<file path="config.mk">
export PLATFORM = sky130hd
export DESIGN_NAME = tskf_div
export DESIGN_NICKNAME = d
export VERILOG_FILES = /design/src/hw/rtl/two_sensor_kalman_fusion_defines.svh /design/src/hw/rtl/tskf_pkg.sv /design/src/hw/rtl/tskf_div.sv
export SDC_FILE = /design/constraint.sdc
export NUM_CORES = 1
export LEC_CHECK = 0
export BUFFER_PORTS_ARGS = -buffer_cell sky130_fd_sc_hd__clkbuf_2
export CAP_MARGIN = 25
export CORE_MARGIN = 2
export CORE_UTILIZATION = 30
export DETAILED_ROUTE_END_ITERATION = 10
export PLACE_DENSITY = 0.59
export SYNTH_ARGS = -nofsm -noshare
export SYNTH_HDL_FRONTEND = slang
export SYNTH_SLANG_ARGS = --single-unit
export TNS_END_PERCENT = 20
</file>
<file path="constraint.sdc">
create_clock -name i_clk -period 2.8 [get_ports i_clk]
set_input_delay 0.28 -clock i_clk [delete_from_list [all_inputs] [get_ports i_clk]]
set_output_delay 0.28 -clock i_clk [all_outputs]
set_load 0.01 [all_outputs]
</file>
<file path="src/hw/rtl/two_sensor_kalman_fusion_defines.svh">
// Assertion macros shared by the fusion block.
`ifndef TWO_SENSOR_KALMAN_FUSION_DEFINES_SVH
`define TWO_SENSOR_KALMAN_FUSION_DEFINES_SVH

// Same-cycle implication, checked outside reset.
`define TSKF_ASSERT_IMP(lbl, clk, rst_n, ante, cons) \
    lbl: assert property (@(posedge clk) disable iff (!rst_n) (ante) |-> (cons)) \
        else $error("tskf: same-cycle check failed");

// Next-cycle implication, checked outside reset.
`define TSKF_ASSERT_NXT(lbl, clk, rst_n, ante, cons) \
    lbl: assert property (@(posedge clk) disable iff (!rst_n) (ante) |=> (cons)) \
        else $error("tskf: next-cycle check failed");

`endif

</file>
<file path="src/hw/rtl/tskf_pkg.sv">
`timescale 1ns / 1ps

package tskf_pkg;

    // Field widths
    localparam int SAMPLE_BITS = 16;
    localparam int WEIGHT_BITS = 8;
    localparam int NOISE_BITS  = 16;
    localparam int VAR_BITS    = 17;   // P in Q1.16
    localparam int CFG_IDX_BITS  = 2;
    localparam int CFG_DATA_BITS = 16;

    // Divider geometry: 33-bit dividend, 18-bit divisor
    localparam int DIV_NUM_BITS = 33;
    localparam int DIV_DEN_BITS = 18;
    localparam int DIV_CNT_BITS = 6;
    localparam logic [DIV_CNT_BITS-1:0] DIV_STEPS_WEIGHTED = 6'd26;
    localparam logic [DIV_CNT_BITS-1:0] DIV_STEPS_GAIN     = 6'd33;

    // Unity gain in Q1.16
    localparam logic [VAR_BITS-1:0] GAIN_ONE = 17'h10000;

    // Register indexes
    localparam logic [CFG_IDX_BITS-1:0] CFG_WEIGHT_FIRST   = 2'd0;
    localparam logic [CFG_IDX_BITS-1:0] CFG_WEIGHT_SECOND  = 2'd1;
    localparam logic [CFG_IDX_BITS-1:0] CFG_NOISE_VARIANCE = 2'd2;

    // Reset values (0.79, 0.92, 0.1)
    localparam logic [WEIGHT_BITS-1:0] WEIGHT_FIRST_RST  = 8'd202;
    localparam logic [WEIGHT_BITS-1:0] WEIGHT_SECOND_RST = 8'd235;
    localparam logic [NOISE_BITS-1:0]  NOISE_RST         = 16'd6554;

    typedef logic signed [SAMPLE_BITS-1:0] t_sample;

    typedef struct packed {
        t_sample sample_first;
        t_sample sample_second;
    } t_in_item;

    typedef struct packed {
        t_sample mean_value;
        t_sample weighted_value;
        t_sample filtered_value;
    } t_out_item;

    // Divider control and status
    typedef struct packed {
        logic                    start;
        logic [DIV_CNT_BITS-1:0] steps;
    } t_div_req;

    typedef struct packed {
        logic busy;
        logic done;
    } t_div_stat;

    // Clamp a 21-bit signed value to the sample range
    function automatic t_sample sat_sample(input logic signed [20:0] v);
        logic signed [20:0] hi;
        logic signed [20:0] lo;
        hi = 21'sd32767;
        lo = -21'sd32768;
        if (v > hi) begin
            return 16'sh7FFF;
        end else if (v < lo) begin
            return 16'sh8000;
        end
        return v[SAMPLE_BITS-1:0];
    endfunction

endpackage

</file>
<file path="src/hw/rtl/tskf_div.sv">
`timescale 1ns / 1ps

module tskf_div (
    input  logic                                  i_clk,
    input  logic                                  i_rst_n,
    input  tskf_pkg::t_div_req                    i_req,
    input  logic [tskf_pkg::DIV_NUM_BITS-1:0]     i_num,
    input  logic [tskf_pkg::DIV_DEN_BITS-1:0]     i_den,
    output tskf_pkg::t_div_stat                   o_stat,
    output logic [tskf_pkg::DIV_NUM_BITS-1:0]     o_quot
);
    import tskf_pkg::*;

    logic                    r_busy;
    logic                    r_done;
    logic [DIV_CNT_BITS-1:0] r_cnt;
    logic [DIV_NUM_BITS-1:0] r_num;   // dividend bits out, quotient bits in
    logic [DIV_DEN_BITS-1:0] r_rem;
    logic [DIV_DEN_BITS-1:0] r_den;

    logic [DIV_DEN_BITS:0]   trial;
    logic [DIV_DEN_BITS:0]   diff;
    logic                    take;

    // One restoring step per cycle, dividend taken msb first
    always_comb begin
        trial = {r_rem, r_num[DIV_NUM_BITS-1]};
        diff  = trial - {1'b0, r_den};
        take  = (trial >= {1'b0, r_den});
    end

    // Step counter
    always_ff @(posedge i_clk) begin
        if (!i_rst_n) begin
            r_busy <= 1'b0;
            r_done <= 1'b0;
            r_cnt  <= '0;
        end else begin
            r_done <= 1'b0;
            if (i_req.start) begin
                r_busy <= 1'b1;
                r_cnt  <= i_req.steps;
            end else if (r_busy) begin
                r_cnt <= r_cnt - 1'b1;
                if (r_cnt == DIV_CNT_BITS'(1)) begin
                    r_busy <= 1'b0;
                    r_done <= 1'b1;
                end
            end
        end
    end

    // Datapath
    always_ff @(posedge i_clk) begin
        if (i_req.start) begin
            r_num <= i_num;
            r_rem <= '0;
            r_den <= i_den;
        end else if (r_busy) begin
            r_num <= {r_num[DIV_NUM_BITS-2:0], take};
            r_rem <= take ? diff[DIV_DEN_BITS-1:0] : trial[DIV_DEN_BITS-1:0];
        end
    end

    assign o_stat.busy = r_busy;
    assign o_stat.done = r_done;
    assign o_quot      = r_num;

endmodule

</file>
Word level (Yosys, flattened, before mapping)
Index checks and enable logic that the tools add are counted.
- register bits after elaboration: 77
- input port bits: 60
- output and inout bits: 35
- add/subtract/negate cells: 2
- magnitude comparators: 1
- equal/unequal tests: 1
- muxes and demuxes: 9
- bitwise gates (word level): 2
- reductions and logical operators: 2
- operators by type and width (operator ; count):
    $mux W33 ; 2
    $ge A19 B18 Y1 ; 1
    $mux W18 ; 1
    $sub A18 B18 Y18 ; 1
    $mux W6 ; 2
    $eq A6 B1 Y1 const B ; 1
    $sub A6 B1 Y6 const B ; 1
    $mux W1 ; 4
    $reduce_or A3 Y1 ; 1
    $not A1 Y1 ; 2
    $reduce_bool A2 Y1 ; 1

Logic depth before layout (Yosys ltp)
Gate-level depths: netlist of run 1.
- word-level depth: 4
- mapped depth: 10
- gate-level depth less buffers: 10

Least setup slack after synthesis of run 1
OpenSTA, ideal clock, no wires.
- kind: register -> register
- from: reg r_num[32] (netlist: o_quot[32])
- to: reg r_rem[10]
- setup time: 149 ps
- arrival: 2439 ps
- data required time: 2651 ps
- slack: 212 ps
- stages on the path, launching flop included: 11
- buffers on the path: 0
- clock period less this slack: 2588 ps
- cells stage by stage: edfxtp_1 > inv_1 > ha_1 > inv_1 > fa_1 > a211oi_1 > o21bai_4 > a311o_1 > a21oi_1 > xor2_1 > a41oi_1
- longest elaborated chain between the ends: 2
- ends and longest elaborated chain (item ; RTL line ; RTL):
    start, declared ; tskf_div.sv:17 ; logic [DIV_NUM_BITS-1:0] r_num;
    start signal, assigned ; tskf_div.sv:56 ; r_num <= i_num;
    start signal, assigned ; tskf_div.sv:60 ; r_num <= {r_num[DIV_NUM_BITS-2:0], take};
    $sub A18 B18 Y18 or $ge A19 B18 Y1 (tied branches) ; tskf_div.sv:28, tskf_div.sv:29 ;
    $mux W18 * ; tskf_div.sv:61 ; r_rem <= take ? diff[DIV_DEN_BITS-1:0] : trial[DIV_DEN_BITS-1:0];
    end signal, assigned ; tskf_div.sv:61 ;
    end, declared ; tskf_div.sv:18 ; logic [DIV_DEN_BITS-1:0] r_rem;
Every way passes the cells marked *; elsewhere a longest branch is shown, timed or not.
A chain may end at the register's enable or synchronous reset.

Worst setup path in the final report of run 1
- from: reg r_rem[11]
- to: reg r_rem[10]
- longest elaborated chain between the ends: 2
- ends and longest elaborated chain (item ; RTL line ; RTL):
    $ge A19 B18 Y1 ; tskf_div.sv:29 ; take = (trial >= {1'b0, r_den});
    $mux W18 ; tskf_div.sv:61 ;
Every way passes these cells.

==> results of run 1 <==
[layout by cell type (no fill, tap or decap), types with 15 or more instances in the layout]
| cell type | n |
|---|---|
| a21oi_1 | 21 |
| buf_4 | 25 |
| clkbuf_2 | 93 |
| dfxtp_1 | 26 |
| edfxtp_1 | 51 |
| ha_1 | 20 |
| inv_1 | 28 |
| mux2_2 | 33 |
| nand2_1 | 32 |
| nor2_1 | 24 |
| o21ai_0 | 15 |
[state kept, by name, summed over array words and instances (netlist names)]
| name | flops |
|---|---|
| r_done | 1 |
| r_cnt | 6 |
| o_quot | 33 |
| r_den | 18 |
| r_busy | 1 |
| r_rem | 18 |
[layout make-up]
class,count,area [um^2],share of cell area [%]
Clock inverter,4,26.3,0.474
Inverter,28,105,1.89
Tap cell,184,230,4.15
Sequential cell,77,2050,37.0
Clock buffer,12,236,4.26
Timing Repair Buffer,119,658,11.9
Multi-Input combinational cell,297,2240,40.4
[final timing paths]
| path | from | endpoint | slack [ns] | cells after the start |
|---|---|---|---|---|
| max | r_rem[11]$_SDFFE_PP0P_ | r_rem[10]$_SDFFE_PP0P_ | 0.19 | 8 |
| min | i_den[11] | r_den[11]$_DFFE_PP_ | 0.12 | 1 |
| max reg2reg | r_rem[11]$_SDFFE_PP0P_ | r_rem[10]$_SDFFE_PP0P_ | 0.19 | 8 |
| min reg2reg | r_rem[13]$_SDFFE_PP0P_ | r_rem[14]$_SDFFE_PP0P_ | 0.54 | 2 |
[where the power goes]
| group | total (mW) | switching, mW | internal (mW) | leakage, nW |
|---|---|---|---|---|
| Clock | 1.06 | 0.458 | 0.600 | 0.128 |
| Sequential | 1.39 | 0.0618 | 1.33 | 0.721 |
| Combinational | 0.751 | 0.420 | 0.331 | 1.46 |
[timing repair]
| action | 4_1_cts | 5_1_grt |
|---|---|---|
| setup endpoints to repair | 0 | 9 |
| resized for setup | 0 | 2 |
| hold buffers | 0 | 0 |
[Yosys cell counts, types with 5 or more instances]
cell	n
clkbuf_1	12
a21oi_1	21
xor2_1	7
edfxtp_1	51
o211ai_1	9
a32oi_1	7
dfxtp_1	26
nor2_1	24
xnor2_1	11
nand2_1	32
a211oi_1	7
mux2_2	33
ha_1	20
nor3_1	9
inv_1	28
o21ai_0	16
nand4_1	6
a311oi_1	5
nand3_1	10
a41oi_1	5
and2_1	5
o21a_1	5
[per-stage QoR]
| stage | area [um^2] | util [%] | setup slack (ns) | std cells |
|---|---|---|---|---|
| 2_1_floorplan | 4510 | - | 0.212 | 425 |
| 3_3_place_gp | 5280 | 36.2 | 0.196 | 705 |
| 3_5_place_dp | 5280 | 36.2 | 0.141 | 705 |
| 4_1_cts | 5550 | 38.0 | 0.128 | 721 |
| 5_1_grt | 5550 | 38.0 | 0.0246 | 721 |
| 6_report | 5550 | 38.0 | 0.187 | 721 |
[layer usage]
layer,vias to the layer above,routed length [um],global-route usage (%)
met5,-,0,0
met4,0,122,4.33
met3,11,678,3.75
met2,110,5720,24.5
met1,1832,5330,19.1
li1,1831,-,-
[cells by family after synthesis]
kind of cell | Yosys count
AOI/OAI and AO/OA | 118
muxes | 33
adders and majority gates | 21
buffers and inverters | 51
DFF | 77
xor gates and xnor gates | 18
and+or+nand+nor | 107
==> results.toml, run 1 <==
[outcome]
status = "complete, no violations"

[setup_path]
crit_family = "compound AO/OA/AOI/OAI gates"
critPathRequiredTime_ns = 2.98
arrival_ns = 2.80
crit_chain = "ha_1, a21oi_1, o21ai_1, a31oi_1, o31ai_2, buf_4, o41ai_1, a41oi_1"
worstPathMaxFanout = 8
critPathLaunchType = "register"
max_stage_delay_ns = 0.40
cp_num_buf_inv = 1
crit_type = "register to register"
critPathSlowestCell = "ha_1"
crit_path_end_kind = "register"

[detailed_routing]
ant_nets = 0
wl_per_cell_um = 16.4
via_per_inst = 5.25
first_pass_iters = 4
drtIter0Drc = 216
routed_wl_mm = 11.8
vias = 3784
drc = 0

[yosys]
synthMuxAreaShare_pct = 8.23
synth_edf_count = 51
synth_xor_area_share_pct = 3.49
synth-warning-count = 0
ys_top_cells_by_area = "edfxtp_1 (34%), dfxtp_1 (12%), mux2_2 (8.2%)"
synth-async-reset-ratio_pct = 0
synth_top_area_share_pct = 33.9
ys_ff_latch = 77
synth_compound_area_share_pct = 20.2
yosys_most_used_dff = "edfxtp_1"
synth_cells = 425
synth.distinct_cells = 69
ys_seq_area_share_pct = 45.5
synthAdderAreaFrac_pct = 5.99
synth_top_family_by_area = "compound AO/OA/AOI/OAI gates"
avgSynthCellArea_um2 = 10.6
yosys.area_share.simple_pct = 11.7
syn-cell-area_um2 = 4510
syn-num-nets = 506
yosysTopAreaCell = "edfxtp_1"

[timing]
timing.hold.ws_ns = 0.116
max_freq_mhz = 383
fin_setup_tns_ns = 0
period_needed_ns = 2.61
rsz0062_at_grt = "no"
fin_skew_ns = 0.00926
min_period_over_period_pct = 93.3
slew_headroom_pct = 47.9
worst_slew_pin_slew_ns = 0.779
setup_viol = 0
final-hold-violation-count = 0
drv_slew = 0

[die]
fp.dieW_um = 127
start_util_pct = 30.9
core_area_um2 = 14600
io_pins = 95
dieArea_um2 = 16000
std_cell_rows = 44
die_h_um = 127

[global_routing]
grt_pass1_wl_mm = 18.9
grt_usage_pct = 14.8
grt_pass1_vias = 3753
grt_max_degree = 39
grt_overflow = 0
antenna_found_initial = 0

[placement]
dp.final_hpwl_mm = 8.67
gp_congestion = 0.916
port_buffers = 94

[clocking]
clk_pin_slew_worst_paths_ns = 0.06
cts_tree = "done"
cts-buffers-inserted = 9
post_cts_buffers = 0
cts_max_level = 3
cts_sinks = 77
clk_latency_ns = 0.34
clockBufferDepth = 2
root_buffer = "clkbuf_16"

[final_layout]
fill_cells = 1425
insertedDiodeCount = 0
syn2layout_area_growth_pct = 22.9
drive_gt1_share_pct = 33.1
nets = 613

[pwr]
ir_worst_vdd_uv = 401
powerDensity_nw_per_um2 = 577
p_leak_nw = 2.31
power.total_mw = 3.20

[min_path]
min_path_type = "input port to register"

[job]
maxCapViolCount = 0
(Power assumes the default switching activity.)
==> run 2: changes to the inputs <==
--- a/config.mk
+++ b/config.mk
@@ -5,12 +5,13 @@
 export SDC_FILE = /design/constraint.sdc
 export NUM_CORES = 1
 export LEC_CHECK = 0
+export ABC_CLOCK_PERIOD_IN_PS = 2500
 export BUFFER_PORTS_ARGS = -buffer_cell sky130_fd_sc_hd__clkbuf_2
 export CAP_MARGIN = 25
 export CORE_MARGIN = 2
 export CORE_UTILIZATION = 30
 export DETAILED_ROUTE_END_ITERATION = 10
-export PLACE_DENSITY = 0.59
+export PLACE_DENSITY = 0.51
 export SYNTH_ARGS = -nofsm -noshare
 export SYNTH_HDL_FRONTEND = slang
 export SYNTH_SLANG_ARGS = --single-unit
==> constraint.sdc (replaced) <==
create_clock -name i_clk -period 2.5 [get_ports i_clk]
set_input_delay 0.25 -clock i_clk [delete_from_list [all_inputs] [get_ports i_clk]]
set_output_delay 0.25 -clock i_clk [all_outputs]
set_load 0.01 [all_outputs]
==> results.toml, run 2 (synthesized netlist as in run 1, its figures left out) <==
[outcome]
status = "complete, no violations"

[final_layout]
drive_gt1_share_pct = 39.3
syn2layout_area_growth_pct = 31.5
insertedDiodeCount = 0
mostFrequentLayoutCells = "clkbuf_2 (93), buf_4 (62), edfxtp_1 (51)"
multi_input_area_um2 = 2280
final_cells = 759
nets = 651
seq_area_um2 = 2050
largest_reg_flops = 33
fill_cells = 1407
layout_commonest_cell = "clkbuf_2"

[detailed_routing]
wl_per_cell_um = 16.4
drtIter0Drc = 164
ant_nets = 0
first_pass_iters = 4
vias = 3863
drc = 0
routed_wl_mm = 12.5
via_per_inst = 5.09

[min_path]
min_path_type = "input port to register"

[timing]
period_needed_ns = 2.44
max_freq_mhz = 410
worst_slew_pin_slew_ns = 0.590
timing.hold.ws_ns = 0.0761
fin_setup_tns_ns = 0
drv_slew = 0
rsz0062_at_grt = "yes"
setup_viol = 0
min_period_over_period_pct = 97.6
fin_skew_ns = 0.0121
fin_ws_ns = 0.0611
final-hold-violation-count = 0
slew_headroom_pct = 60.6

[pwr]
p_seq_share_pct = 39.7
p_switching_mw = 1.16
powerDensity_nw_per_um2 = 660
p_clk_share_pct = 36.0
ir_worst_vdd_uv = 400
combPwrFrac_pct = 24.3
swShare_pct = 29.6
power.total_mw = 3.91
p_leak_nw = 2.52
p_int_mw = 2.76

[global_routing]
antenna_found_initial = 0
grt_usage_pct = 16.0
grt_max_degree = 34
grt_pass1_vias = 3848
grt_pass1_wl_mm = 19.9
grt_overflow = 0

[setup_path]
critPathLaunchType = "register"
crit_path_end_kind = "register"
critPathSlowestCell = "edfxtp_1"
crit_type = "register to register"
crit_family = "compound AO/OA/AOI/OAI gates"
critPathRequiredTime_ns = 2.70
crit_chain = "inv_2, ha_2, inv_1, fa_2, a211oi_4, o21bai_4, buf_4, a21o_1, a21oi_1, xor2_1, a41oi_1"
max_stage_delay_ns = 0.41
arrival_ns = 2.64
worstPathMaxFanout = 5
cp_num_buf_inv = 3

[placement]
dp.final_hpwl_mm = 9.41
dp_worst_setup_slack_ns = -0.0475
gp_congestion = 0.852
port_buffers = 94
dp_cells = 742

[die]
core_area_um2 = 14600
std_cell_rows = 44
start_util_pct = 30.9
die_h_um = 127
dieArea_um2 = 16000
io_pins = 95
fp.dieW_um = 127

[clocking]
cts_max_level = 3
clockBufferDepth = 2
root_buffer = "clkbuf_16"
cts_tree = "done"
cts_sinks = 77
cts-buffers-inserted = 9
clk_latency_ns = 0.35
clk_pin_slew_worst_paths_ns = 0.07

[job]
maxCapViolCount = 0
==> run 2: cell count changes in the layout (fill, tap and decap cells not counted), moves of 2 or more <==
cell	delta
inv_6	+3
buf_4	+37
clkbuf_1	-3
clkinv_4	-2
==> run 2: layout make-up <==
class / count / area share [%]
Clock inverter: 6 / 1.26
Tap cell: 184 / 3.88
Timing Repair Buffer: 157 / 16.1
Multi-Input combinational cell: 297 / 38.4
Clock buffer: 10 / 4.03
Inverter: 28 / 1.77
Sequential cell: 77 / 34.6
==> run 2: per-layer routing <==
layer	global-route usage, %	vias up	part of all wire, %
li1	-	1905	-
met3	5.44	11	6.2
met2	25.2	108	47
met4	4.98	0	1.2
met5	0	-	0
met1	20.6	1839	46
==> run 2: per-stage QoR <==
stage / instance area [um^2] / utilization, %
after floorplan: 4520 / -
after global placement: 5580 / 38.2
after detailed placement: 5580 / 38.2
after CTS: 5910 / 40.5
after global routing: 5940 / 40.7
final: 5940 / 40.7
==> run 2: worst paths after layout <==
kind                          start                     end  slack (ns)  cells after the start
max            o_quot[32]$_DFFE_PP_  r_rem[12]$_SDFFE_PP0P_        0.06                     11
min                       i_den[16]     r_den[16]$_DFFE_PP_        0.08                      1
min reg2reg  r_rem[13]$_SDFFE_PP0P_  r_rem[14]$_SDFFE_PP0P_        0.53                      2
max reg2reg    o_quot[32]$_DFFE_PP_  r_rem[12]$_SDFFE_PP0P_        0.06                     11
==> run 2: worst reg2reg max path: stages, from the launching register on <==
cell and delay, ns:
edfxtp_1 0.41, inv_2 0.08, ha_2 0.17, inv_1 0.05, fa_2 0.39, a211oi_4 0.31, o21bai_4 0.11, buf_4 0.17
a21o_1 0.15, a21oi_1 0.17, xor2_1 0.16, a41oi_1 0.12
==> run 2: repair_timing <==
item / in CTS / in global routing
hold buffers: 0 / 0
setup buffers: 0 / 1
resized for setup: 3 / 5
setup endpoints to repair: 11 / 11
pin swaps: 1 / 4
==> run 2: power by group through the flow <==
stage | sequential, mW | combinational [mW] | clock (mW)
2_1_floorplan | 1.59 | 0.529 | 0
3_3_place_gp | 1.58 | 0.927 | 0
3_5_place_dp | 1.58 | 0.936 | 0
4_1_cts | 1.56 | 0.945 | 1.45
5_1_grt | 1.57 | 1.04 | 1.50
6_report | 1.56 | 0.951 | 1.41
==> run 3: changes to the inputs <==
--- a/config.mk
+++ b/config.mk
@@ -8,10 +8,12 @@
 export ABC_CLOCK_PERIOD_IN_PS = 2500
 export BUFFER_PORTS_ARGS = -buffer_cell sky130_fd_sc_hd__clkbuf_2
 export CAP_MARGIN = 25
+export CELL_PAD_IN_SITES_DETAIL_PLACEMENT = 1
+export CELL_PAD_IN_SITES_GLOBAL_PLACEMENT = 1
 export CORE_MARGIN = 2
 export CORE_UTILIZATION = 30
 export DETAILED_ROUTE_END_ITERATION = 10
-export PLACE_DENSITY = 0.51
+export PLACE_DENSITY = 0.62
 export SYNTH_ARGS = -nofsm -noshare
 export SYNTH_HDL_FRONTEND = slang
 export SYNTH_SLANG_ARGS = --single-unit
==> results.toml, run 3 (synthesized netlist as in run 1, its figures left out) <==
[detailed_routing]
wl_per_cell_um = 18.1
via_per_inst = 5.16
first_pass_iters = 4
ant_nets = 0
vias = 3952
drtIter0Drc = 156
routed_wl_mm = 13.9
drc = 0

[pwr]
ir_worst_vdd_uv = 390
p_leak_nw = 2.58
powerDensity_nw_per_um2 = 670

[timing]
max_freq_mhz = 419
final-hold-violation-count = 0
fin_setup_tns_ns = 0
fin_skew_ns = 0.00861
min_period_over_period_pct = 95.5
setup_viol = 0
worst_slew_pin_slew_ns = 0.544
slew_headroom_pct = 63.4
drv_slew = 0
period_needed_ns = 2.39
timing.hold.ws_ns = 0.0706
rsz0062_at_grt = "yes"

[placement]
gp_congestion = 0.815
dp_cells = 743
dp.final_hpwl_mm = 10.4
port_buffers = 94

[clocking]
cts_tree = "done"
cts_max_level = 3
clockBufferDepth = 2
clk_pin_slew_worst_paths_ns = 0.07
clk_latency_ns = 0.35
cts_sinks = 77
cts-buffers-inserted = 9
root_buffer = "clkbuf_16"

[setup_path]
crit_type = "register to register"
reg2reg_from = "r_den[1]$_DFFE_PP_"
crit_path_end_kind = "register"
worst_path_most_repeated_cell = "buf_4"
max_stage_delay_ns = 0.38
cp_num_buf_inv = 3
crit_family = "compound AO/OA/AOI/OAI gates"
critPathSlowestCell = "o31ai_4"
r2r.worst_path.cells = 10
reg2reg_to = "r_rem[3]$_SDFFE_PP0P_"
critPathRequiredTime_ns = 2.72
r2r_slack_ns = 0.11
worstPathMaxFanout = 6
arrival_ns = 2.61
crit_chain = "inv_1, ha_1, nor2b_1, o31a_1, o21ai_4, buf_4, o31ai_4, nor2_4, buf_4, a311oi_1"
critPathLaunchType = "register"

[die]
std_cell_rows = 44
io_pins = 95
core_area_um2 = 14600
dieArea_um2 = 16000
fp.dieW_um = 127
die_h_um = 127
start_util_pct = 30.9

[min_path]
min_path_type = "input port to register"
holdPathEnd = "r_den[10]$_DFFE_PP_"
min_from = "i_den[10]"
whs_path_depth = 1

[global_routing]
grt_pass1_vias = 4175
grt_usage_pct = 17.6
antenna_found_initial = 0
grt_pass1_wl_mm = 22.0
grt_overflow = 0
grt_max_degree = 34

[final_layout]
insertedDiodeCount = 0
seq_area_um2 = 2050
nets = 658
final_cells = 766
largest_reg_flops = 33
drive_gt1_share_pct = 40.9
layout_commonest_cell = "clkbuf_2"
fill_cells = 1635
syn2layout_area_growth_pct = 34.3
mostFrequentLayoutCells = "clkbuf_2 (93), buf_4 (66), edfxtp_1 (51)"
multi_input_area_um2 = 2330

[outcome]
status = "complete, no violations"

[job]
maxCapViolCount = 0
==> run 3: metal layers <==
metal	wire length [um]	share of wire, %	GRT usage (%)	vias to the layer above
met5	0	0	0	-
met3	430	3.1	3.33	26
met1	6090	44	21.8	1931
met2	6970	50	29.6	65
li1	-	-	-	1930
met4	371	2.7	8.08	0
==> run 3: report_power, final <==
| group | total, mW | switching, mW | internal (mW) |
|---|---|---|---|
| Clock | 1.49 | 0.596 | 0.889 |
| Combinational | 1.02 | 0.545 | 0.477 |
| Sequential | 1.55 | 0.0658 | 1.49 |
| Total | 4.06 | 1.21 | 2.85 |
==> run 3: area by class of cell <==
class	count	area share, %
Clock buffer	9	3.72
Clock inverter	7	1.71
Inverter	28	1.73
Multi-Input combinational cell	298	38.5
Sequential cell	77	33.9
Tap cell	184	3.80
Timing Repair Buffer	163	16.6
==> run 3: metrics by stage <==
stage	util, %	power, mW	setup WS, ns	cell area [um^2]
after global routing	41.5	4.26	-0.00938	6060
after floorplan	-	2.12	0.0208	4520
after CTS	40.7	4.05	0.0163	5930
after detailed placement	38.3	2.54	-0.223	5590
final	41.5	4.06	0.112	6060
after global placement	38.3	2.51	-0.101	5590
==> run 3: worst max-delay path by stage <==
stage,from,endpoint,slack [ns],cells after the start
2_1_floorplan,o_quot[32]$_DFFE_PP_,r_rem[10]$_SDFFE_PP0P_,0.02,10
3_5_place_dp,r_den[1]$_DFFE_PP_,r_rem[3]$_SDFFE_PP0P_,-0.22,9
4_1_cts,o_quot[32]$_DFFE_PP_,r_rem[10]$_SDFFE_PP0P_,0.02,10
5_1_grt,o_quot[32]$_DFFE_PP_,r_rem[4]$_SDFFE_PP0P_,-0.009,11
6_report,r_den[1]$_DFFE_PP_,r_rem[3]$_SDFFE_PP0P_,0.11,10
3_3_place_gp,r_den[8]$_DFFE_PP_,r_rem[17]$_SDFFE_PP0P_,-0.10,9
==> run 3: timing repair <==
| action | 4_1_cts | 5_1_grt |
|---|---|---|
| cloned | 0 | 1 |
| hold buffers | 0 | 0 |
| gates resized for setup | 4 | 16 |
| setup buffers | 0 | 6 |
| pin swaps | 2 | 14 |
| endpoints found under the setup margin | 16 | 13 |
